[src/hdl/fpc_pkg.sv]
`default_nettype none
// ----------------------------------------------------------------------------
// fpc_pkg
// Shared constants and types for the frustum point cull core.
// ----------------------------------------------------------------------------
package fpc_pkg;

    // Fixed-point format of matrix elements and point coordinates.
    localparam int FRAC_BITS   = 16;
    localparam int PLANE_COUNT = 6;

    localparam int COORD_W  = 32;
    localparam int PROD_W   = 2 * COORD_W;
    localparam int ADDR_W   = 4;
    localparam int COL_W    = 2;
    localparam int ROW_W    = 2;
    localparam int PLANE_W  = 3;

    localparam logic [PLANE_W-1:0] LAST_PLANE = PLANE_W'(PLANE_COUNT - 1);
    localparam logic [COL_W-1:0]   LAST_COL   = '1;
    localparam logic [ROW_W-1:0]   W_ROW      = '1;

    // Operand used for the constant term so that it lands on the product scale.
    localparam logic signed [COORD_W-1:0] ONE_Q = COORD_W'(64'sd1 <<< FRAC_BITS);

    // Request kinds carried on the input tuser.
    localparam logic REQ_LOAD = 1'b0;
    localparam logic REQ_TEST = 1'b1;

    // Tag that follows one plane term through the shared datapath.
    typedef struct packed {
        logic             valid;
        logic [COL_W-1:0] col;
        logic             plus;
        logic             first;
        logic             last;
    } t_term_tag;

    // Status returned by the datapath once all planes are done.
    typedef struct packed {
        logic done;
        logic in_view;
    } t_unit_status;

endpackage
`default_nettype wire

[src/hdl/fpc_plane_unit.sv]
`default_nettype none
// ----------------------------------------------------------------------------
// fpc_plane_unit
// Matrix store and the shared plane datapath: coefficient, multiply, and
// saturating accumulate, one plane term per beat of the sequencer.
// ----------------------------------------------------------------------------
module fpc_plane_unit
    import fpc_pkg::*;
(
    input  wire logic                      i_clk,
    input  wire logic                      i_rst_n,
    input  wire logic                      i_wr_en,
    input  wire logic [ADDR_W-1:0]         i_wr_addr,
    input  wire logic signed [COORD_W-1:0] i_wr_data,
    input  wire t_term_tag                 i_issue,
    input  wire logic [ROW_W-1:0]          i_row,
    input  wire logic signed [COORD_W-1:0] i_point_x,
    input  wire logic signed [COORD_W-1:0] i_point_y,
    input  wire logic signed [COORD_W-1:0] i_point_z,
    output t_unit_status                   o_status
);

    logic signed [COORD_W-1:0] r_mem [16];
    logic signed [COORD_W-1:0] r_w;
    logic signed [COORD_W-1:0] r_e;
    logic signed [COORD_W-1:0] r_coef;
    logic signed [PROD_W-1:0]  r_prod;
    logic signed [PROD_W-1:0]  r_acc;
    t_term_tag                 r_t1;
    t_term_tag                 r_t2;
    t_term_tag                 r_t3;
    logic                      r_fail;
    logic                      r_done;
    logic                      r_inside;

    logic signed [COORD_W:0]   w_csum;
    logic signed [COORD_W-1:0] w_coef;
    logic signed [COORD_W-1:0] w_opnd;
    logic signed [PROD_W-1:0]  w_base;
    logic signed [PROD_W:0]    w_asum;
    logic signed [PROD_W-1:0]  w_acc;
    logic                      w_fail_base;
    logic                      w_plane_out;
    logic                      w_fail;

    // Matrix store, written by load beats and read at two addresses per term.
    always_ff @(posedge i_clk) begin
        if (i_wr_en) begin
            r_mem[i_wr_addr] <= i_wr_data;
        end
        r_w <= r_mem[{i_issue.col, W_ROW}];
        r_e <= r_mem[{i_issue.col, i_row}];
    end

    // Coefficient is the w row plus or minus the selected row, clipped to 32 bits.
    always_comb begin
        if (r_t1.plus) begin
            w_csum = {r_w[COORD_W-1], r_w} + {r_e[COORD_W-1], r_e};
        end else begin
            w_csum = {r_w[COORD_W-1], r_w} - {r_e[COORD_W-1], r_e};
        end
        if (w_csum[COORD_W] != w_csum[COORD_W-1]) begin
            w_coef = w_csum[COORD_W] ? {1'b1, {(COORD_W-1){1'b0}}}
                                     : {1'b0, {(COORD_W-1){1'b1}}};
        end else begin
            w_coef = w_csum[COORD_W-1:0];
        end
    end

    always_comb begin
        case (r_t2.col)
            2'd0:    w_opnd = i_point_x;
            2'd1:    w_opnd = i_point_y;
            2'd2:    w_opnd = i_point_z;
            default: w_opnd = ONE_Q;
        endcase
    end

    // Saturating accumulate; the first column starts a fresh plane sum.
    always_comb begin
        w_base = (r_t3.col == '0) ? '0 : r_acc;
        w_asum = {w_base[PROD_W-1], w_base} + {r_prod[PROD_W-1], r_prod};
        if (w_asum[PROD_W] != w_asum[PROD_W-1]) begin
            w_acc = w_asum[PROD_W] ? {1'b1, {(PROD_W-1){1'b0}}}
                                   : {1'b0, {(PROD_W-1){1'b1}}};
        end else begin
            w_acc = w_asum[PROD_W-1:0];
        end
        w_fail_base = r_t3.first ? 1'b0 : r_fail;
        w_plane_out = (r_t3.col == LAST_COL) && (w_acc[PROD_W-1] || (w_acc == '0));
        w_fail      = w_fail_base || w_plane_out;
    end

    always_ff @(posedge i_clk) begin
        r_coef <= w_coef;
        r_prod <= PROD_W'(r_coef) * PROD_W'(w_opnd);
        if (r_t3.valid) begin
            r_acc <= w_acc;
        end
        r_inside <= !w_fail;
    end

    always_ff @(posedge i_clk) begin
        if (!i_rst_n) begin
            r_t1   <= '0;
            r_t2   <= '0;
            r_t3   <= '0;
            r_fail <= 1'b0;
            r_done <= 1'b0;
        end else begin
            r_t1   <= i_issue;
            r_t2   <= r_t1;
            r_t3   <= r_t2;
            r_done <= r_t3.valid && r_t3.last;
            if (r_t3.valid) begin
                r_fail <= w_fail;
            end
        end
    end

    assign o_status.done    = r_done;
    assign o_status.in_view = r_inside;

endmodule
`default_nettype wire

[src/hdl/frustum_point_cull_core.sv]
`default_nettype none
// ----------------------------------------------------------------------------
// frustum_point_cull_core
// View-frustum point test against the six planes of a stored matrix.
// ----------------------------------------------------------------------------
// A load beat writes one matrix element; it gives no result.
// After a test beat the core takes no new beat until the result has gone to
// the output register, which waits while the previous result is not taken.
// The walk runs six planes times four columns through the single shared
// multiplier, followed by the four stages of the datapath.
// Synchronous active-low reset clears the control state; the matrix is not
// cleared and must be loaded before any test reads it.
// ----------------------------------------------------------------------------
module frustum_point_cull_core
    import fpc_pkg::*;
(
    input  wire logic         i_clk,
    input  wire logic         i_rst_n,
    input  wire logic         s_axis_tvalid,
    output logic              s_axis_tready,
    // tdata: elem_index[3:0], elem_value[35:4], point_x[67:36],
    //        point_y[99:68], point_z[131:100], zero pad[135:132]
    input  wire logic [135:0] s_axis_tdata,
    // tuser: req_type[0]
    input  wire logic         s_axis_tuser,
    output logic              m_axis_tvalid,
    input  wire logic         m_axis_tready,
    // tdata: inside_res[0], zero pad[7:1]
    output logic [7:0]        m_axis_tdata
);

    // Control runs through three one-hot states: idle and taking beats, walking
    // the planes, and holding a finished result until the output is free.
    typedef enum logic [2:0] {
        S_IDLE = 3'b001,
        S_RUN  = 3'b010,
        S_WAIT = 3'b100
    } t_state;

    t_state                    r_state;
    t_state                    n_state;
    logic                      r_issuing;
    logic [PLANE_W-1:0]        r_plane;
    logic [COL_W-1:0]          r_col;
    logic signed [COORD_W-1:0] r_px;
    logic signed [COORD_W-1:0] r_py;
    logic signed [COORD_W-1:0] r_pz;
    logic                      r_m_valid;
    logic                      n_m_valid;
    logic                      r_m_inside;
    logic                      n_m_inside;
    logic                      r_pend;
    logic                      n_pend;

    logic         w_accept;
    logic         w_load;
    logic         w_test;
    logic         w_out_free;
    t_term_tag    w_issue;
    t_unit_status w_status;

    assign s_axis_tready = (r_state == S_IDLE);
    assign w_accept      = s_axis_tvalid && s_axis_tready;
    assign w_load        = w_accept && (s_axis_tuser == REQ_LOAD);
    assign w_test        = w_accept && (s_axis_tuser == REQ_TEST);
    assign w_out_free    = !r_m_valid || m_axis_tready;

    // The sequencer walks plane by plane, column by column, one term per cycle.
    // Even planes add the selected row to the w row, odd planes subtract it.
    always_comb begin
        w_issue.valid = r_issuing;
        w_issue.col   = r_col;
        w_issue.plus  = !r_plane[0];
        w_issue.first = (r_plane == '0) && (r_col == '0);
        w_issue.last  = (r_plane == LAST_PLANE) && (r_col == LAST_COL);
    end

    always_ff @(posedge i_clk) begin
        if (!i_rst_n) begin
            r_issuing <= 1'b0;
            r_plane   <= '0;
            r_col     <= '0;
        end else if (w_test) begin
            r_issuing <= 1'b1;
            r_plane   <= '0;
            r_col     <= '0;
        end else if (r_issuing) begin
            r_col <= r_col + 1'b1;
            if (r_col == LAST_COL) begin
                r_plane <= r_plane + 1'b1;
            end
            if (w_issue.last) begin
                r_issuing <= 1'b0;
            end
        end
    end

    // The point is held for the whole walk; the datapath picks one coordinate
    // per term, or the constant one for the last column.
    always_ff @(posedge i_clk) begin
        if (w_test) begin
            r_px <= s_axis_tdata[67:36];
            r_py <= s_axis_tdata[99:68];
            r_pz <= s_axis_tdata[131:100];
        end
    end

    fpc_plane_unit u_plane (
        .i_clk     (i_clk),
        .i_rst_n   (i_rst_n),
        .i_wr_en   (w_load),
        .i_wr_addr (s_axis_tdata[3:0]),
        .i_wr_data (s_axis_tdata[35:4]),
        .i_issue   (w_issue),
        .i_row     (r_plane[2:1]),
        .i_point_x (r_px),
        .i_point_y (r_py),
        .i_point_z (r_pz),
        .o_status  (w_status)
    );

    // A finished result goes straight to the output register when it is free,
    // otherwise it is parked until the downstream side takes the previous beat.
    always_comb begin
        n_state    = r_state;
        n_m_valid  = r_m_valid && !m_axis_tready;
        n_m_inside = r_m_inside;
        n_pend     = r_pend;
        unique case (r_state)
            S_IDLE: begin
                if (w_test) begin
                    n_state = S_RUN;
                end
            end
            S_RUN: begin
                if (w_status.done) begin
                    if (w_out_free) begin
                        n_m_valid  = 1'b1;
                        n_m_inside = w_status.in_view;
                        n_state    = S_IDLE;
                    end else begin
                        n_pend  = w_status.in_view;
                        n_state = S_WAIT;
                    end
                end
            end
            S_WAIT: begin
                if (w_out_free) begin
                    n_m_valid  = 1'b1;
                    n_m_inside = r_pend;
                    n_state    = S_IDLE;
                end
            end
            default: begin
                n_state = S_IDLE;
            end
        endcase
    end

    always_ff @(posedge i_clk) begin
        if (!i_rst_n) begin
            r_state   <= S_IDLE;
            r_m_valid <= 1'b0;
        end else begin
            r_state   <= n_state;
            r_m_valid <= n_m_valid;
        end
    end

    always_ff @(posedge i_clk) begin
        r_m_inside <= n_m_inside;
        r_pend     <= n_pend;
    end

    assign m_axis_tvalid = r_m_valid;
    assign m_axis_tdata  = {7'b0, r_m_inside};

    // The datapath only reports completion while a test walk is in progress.
    a_done_in_run: assert property (@(posedge i_clk) disable iff (!i_rst_n)
        w_status.done |-> (r_state == S_RUN))
        else $error("plane unit finished outside a test walk");

    // Terms are issued only while the walk is active.
    a_issue_in_run: assert property (@(posedge i_clk) disable iff (!i_rst_n)
        r_issuing |-> (r_state == S_RUN))
        else $error("term issued while not running");

    // An accepted test starts issuing terms at the very next cycle.
    a_test_starts: assert property (@(posedge i_clk) disable iff (!i_rst_n)
        w_test |=> (r_issuing && (r_plane == '0) && (r_col == '0)))
        else $error("test beat did not start the plane walk");

    // A parked result never coexists with an empty output register.
    a_wait_blocked: assert property (@(posedge i_clk) disable iff (!i_rst_n)
        (r_state == S_WAIT) |-> r_m_valid)
        else $error("result parked while output register was free");

endmodule
`default_nettype wire

[config.mk]
export PLATFORM = sky130hd
export DESIGN_NAME = frustum_point_cull_core
export DESIGN_NICKNAME = d
export VERILOG_FILES = /design/src/hdl/fpc_pkg.sv /design/src/hdl/fpc_plane_unit.sv /design/src/hdl/frustum_point_cull_core.sv
export SDC_FILE = /design/constraint.sdc
export NUM_CORES = 2
export LEC_CHECK = 0
export CAP_MARGIN = 25
export CELL_PAD_IN_SITES_DETAIL_PLACEMENT = 1
export CELL_PAD_IN_SITES_GLOBAL_PLACEMENT = 2
export CORE_MARGIN = 1.5
export CORE_UTILIZATION = 46
export DETAILED_ROUTE_END_ITERATION = 8
export DONT_BUFFER_PORTS = 1
export PLACE_DENSITY_LB_ADDON = 0.1
export SLEW_MARGIN = 10
export SYNTH_ARGS = -nofsm -noshare
export SYNTH_HDL_FRONTEND = slang
export SYNTH_SLANG_ARGS = --single-unit
[constraint.sdc]
create_clock -name i_clk -period 19.8 [get_ports i_clk]
set_input_delay 1.98 -clock i_clk [delete_from_list [all_inputs] [get_ports i_clk]]
set_output_delay 1.98 -clock i_clk [all_outputs]
set_load 0.01 [all_outputs]
==> results_dict.tcl <==
set metrics [dict create \
    r2r_cells 29 \
    hold_end "u_plane.r_t3[0]$_SDFF_PN0_" \
    globalRouteTotalUtil 0.252 \
    start_util 0.464 \
    grt_max_degree 95 \
    rr_startpoint "u_plane.r_t2[3]$_SDFF_PN0_" \
    yosysSeqAreaShare 0.327 \
    ctsHoldBuffers 0 \
    final_cells 8378 \
    max_freq_mhz 98.0 \
    skew_ns 0.0503 \
    via_count 46064 \
    muxShareOfSynthArea 0.0645 \
    ios 151 \
    synth_top_family_by_area "adder cells" \
    routedWlPerCell_um 23.6 \
    end_kind "flop" \
    core_region_area_um2 158000 \
    cts_tree "built" \
    whs_ns 0.433 \
    crit_type "reg2reg" \
    cp_slowest_cell "fa_1" \
    antenna_found_initial 0 \
    final-setup-viol-count 0 \
    cts.sinks 863 \
    yosys.area_share.simple 0.115 \
    first_pass_iters 5 \
    worstHoldStart "u_plane.r_t2[0]$_SDFF_PN0_" \
    hold_viol_final 0 \
    place_inst 8200 \
    worstHoldPathCells 1 \
    maxCapViolCount 0 \
    globalRouteMet3Util 0.0277 \
    synth_edf_count 674 \
    async_flop_share 0 \
    max_stage_delay_ns 0.58 \
    synth_compound_gate_area_share 0.0571 \
    cts_root_buffer "clkbuf_16" \
    groute.layer.met2.usage 0.470 \
    die_h_um 403 \
    viasPerCell 5.50 \
    grt_pass1_wl_um 313000 \
    dpl.hpwl_um 146000 \
    dieWidth_um 403 \
    die_area_um2 162000 \
    relSlewSlack 0.265 \
    ant_nets 0 \
    postCtsSetupRepairBufs 0 \
    fin_tns_setup_ns 0 \
    slew_viol_final 0 \
    cts_buffers 94 \
    crit_top_cell "fa_1" \
    min_period_over_period 0.515 \
    grtUsageMet1 0.315 \
    io_buffers 0 \
    synthAdderAreaFrac 0.345 \
    synthFlopType "edfxtp_1" \
    rsz0062_at_grt "false" \
    synth-xor-area-share 0.0222 \
    synth_seq_cells 863 \
    cts_resized 0 \
    crit_arrival_ns 10.78 \
    htreeDepth 3 \
    timing.rr.end "u_plane.r_prod[60]$_DFF_P_" \
    post-route-drc-count 0 \
    syn-instance-count 6352 \
    cp-start-kind "flop" \
    grt_pass1_vias 52567 \
    clk_pin_slew_worst_paths_ns 0.06 \
    rows 146 \
    ys_types 90 \
    hold_class "reg2reg" \
    required_ns 20.38 \
    syn2layout_area_growth_pct 7.72 \
    overflow 0 \
    syn_area_um2 73400 \
    rrSetupSlack_ns 9.60 \
    wirelength_um 198000 \
    cp_max_fo 33 \
    final_layout_size_suffix_gt1_frac 0.0869 \
    grt.busiest_layer "met2" \
    globalplace.congestion 0.824 \
    avgSynthCellArea_um2 11.6 \
    insertion_delay_ns 0.70 \
    drtIter0Drc 2341 \
    layout_min_cycle_time_ns 10.20 \
    clockBufferDepth 3 \
    nets 7736 \
    ys_warn_count 0 \
    tightestPinTransition_ns 1.10 \
    status "completed" \
]
[stage by stage]
stage	setup WS, ns	cell area [um2]	utilization
after floorplan	10.99	73500	-
after global placement	9.52	75800	0.479
after detailed placement	9.47	75900	0.479
after CTS	9.43	79100	0.499
after global routing	9.01	79100	0.499
final	9.60	79100	0.500
[synth_stat cells (all sizes together) (8+ instances only)]
cell type / n / share of area
a21o: 80 / 0.0082
inv: 1015 / 0.052
nor3: 36 / 0.0025
xnor2: 110 / 0.013
and2: 524 / 0.045
mux2i: 36 / 0.0049
or3: 15 / 0.0013
nor2: 172 / 0.0088
a31oi: 27 / 0.0023
xor2: 76 / 0.0091
o21bai: 33 / 0.0034
nand2: 663 / 0.034
nand4: 35 / 0.0030
nand3: 26 / 0.0018
a211o: 8 / 0.00095
a211oi: 19 / 0.0021
o211ai: 19 / 0.0019
mux4: 192 / 0.059
o21a: 11 / 0.0011
nor4: 20 / 0.0018
dfxtp: 189 / 0.052
a21oi: 205 / 0.014
and3: 30 / 0.0026
edfxtp: 674 / 0.28
buf: 36 / 0.0023
nor2b: 83 / 0.0071
or2: 15 / 0.0013
ha: 286 / 0.049
nand2b: 27 / 0.0023
fa: 1084 / 0.30
clkbuf: 292 / 0.015
a31o: 10 / 0.0012
o21ai: 186 / 0.013
[worst max-delay path: cells and delay by family, from the launching register on]
kind | cells | cell delay, ns
multiplexers | 1 | 0.18
AND/OR/NAND/NOR | 3 | 0.42
AO/OA/AOI/OAI | 11 | 3.31
flip-flops | 1 | 0.54
buffers and inverters | 5 | 1.15
adder cells (fa/ha/maj) | 9 | 4.36
[cell usage in the layout (no fill, tap or decap), types with 8 or more instances in the layout]
master,synthesis,routed
or3_1,14,14
mux2i_1,36,35
a21o_1,80,80
a31o_2,10,10
a211oi_1,17,17
clkinv_1,0,14
bufinv_16,0,11
a211o_1,8,8
ha_1,286,286
edfxtp_1,674,674
clkbuf_16,0,94
nand4_1,35,35
nand2_1,663,663
nor3_1,35,31
nor2b_1,83,82
xnor2_1,110,110
inv_1,1013,1012
nand2b_1,27,27
o211ai_1,19,19
or2_2,15,15
mux4_2,192,192
nand3_1,26,26
o21ai_0,172,148
o21bai_1,33,33
o21ai_2,1,27
dfxtp_1,189,176
xor2_1,76,76
fa_1,1084,1084
clkinv_2,0,16
dfxtp_2,0,10
clkbuf_1,291,21
nor2_1,171,158
a31oi_1,27,27
buf_4,8,95
o21a_1,11,11
nor4_1,19,19
nor2_4,0,13
and2_1,523,523
and3_1,30,30
a21oi_1,204,202
[flip-flops by register name (all words and copies together) (netlist names), 2 cells and up]
name	flops
u_plane.r_acc	64
u_plane.r_prod	64
u_plane.r_coef	32
u_plane.r_t2	5
u_plane.r_e	32
r_pz	32
r_col	2
r_plane	3
r_state	3
r_py	32
u_plane.r_mem	512
u_plane.r_t1	6
u_plane.r_t3	5
r_px	32
u_plane.r_w	32
[per-layer routing]
| layer | routed length, um | up-vias | share of wire |
|---|---|---|---|
| met1 | 81800 | 24796 | 0.41 |
| met4 | 4000 | 0 | 0.020 |
| met5 | 0 | - | 0 |
| met2 | 106000 | 684 | 0.54 |
| met3 | 6180 | 224 | 0.031 |
| li1 | - | 20360 | - |
[worst max path at each step]
stage                                           from                          to  slack, ns
after floorplan           u_plane.r_t2[3]$_SDFF_PN0_  u_plane.r_prod[63]$_DFF_P_      10.99
after global placement    u_plane.r_t2[3]$_SDFF_PN0_  u_plane.r_prod[63]$_DFF_P_       9.52
after detailed placement  u_plane.r_t2[3]$_SDFF_PN0_  u_plane.r_prod[63]$_DFF_P_       9.47
after CTS                 u_plane.r_t2[3]$_SDFF_PN0_  u_plane.r_prod[63]$_DFF_P_       9.43
after global routing      u_plane.r_t2[3]$_SDFF_PN0_  u_plane.r_prod[60]$_DFF_P_       9.01
final                     u_plane.r_t2[3]$_SDFF_PN0_  u_plane.r_prod[60]$_DFF_P_       9.60
[cell families after synthesis]
group | after synthesis
other | 1
adder cells (fa/ha/maj) | 1374
flip-flops | 863
AO/OA/AOI/OAI | 670
buffers and inverters | 1343
XOR/XNOR | 186
multiplexers | 233
AND/OR/NAND/NOR | 1682
[cell type report]
cell class                      instances  area (um2)
Multi-Input combinational cell       4152       44700
Clock inverter                         54         689
Inverter                             1015        3810
Timing Repair Buffer                   99         796
Sequential cell                       863       24000
Tap cell                             2072        2590
Antenna cell                            2        5.00
Fill cell                           16440       79300
Clock buffer                          121        2510
Power is not shown: default switching activity piles up to over one toggle a cycle in this logic, so the estimate is an artifact.
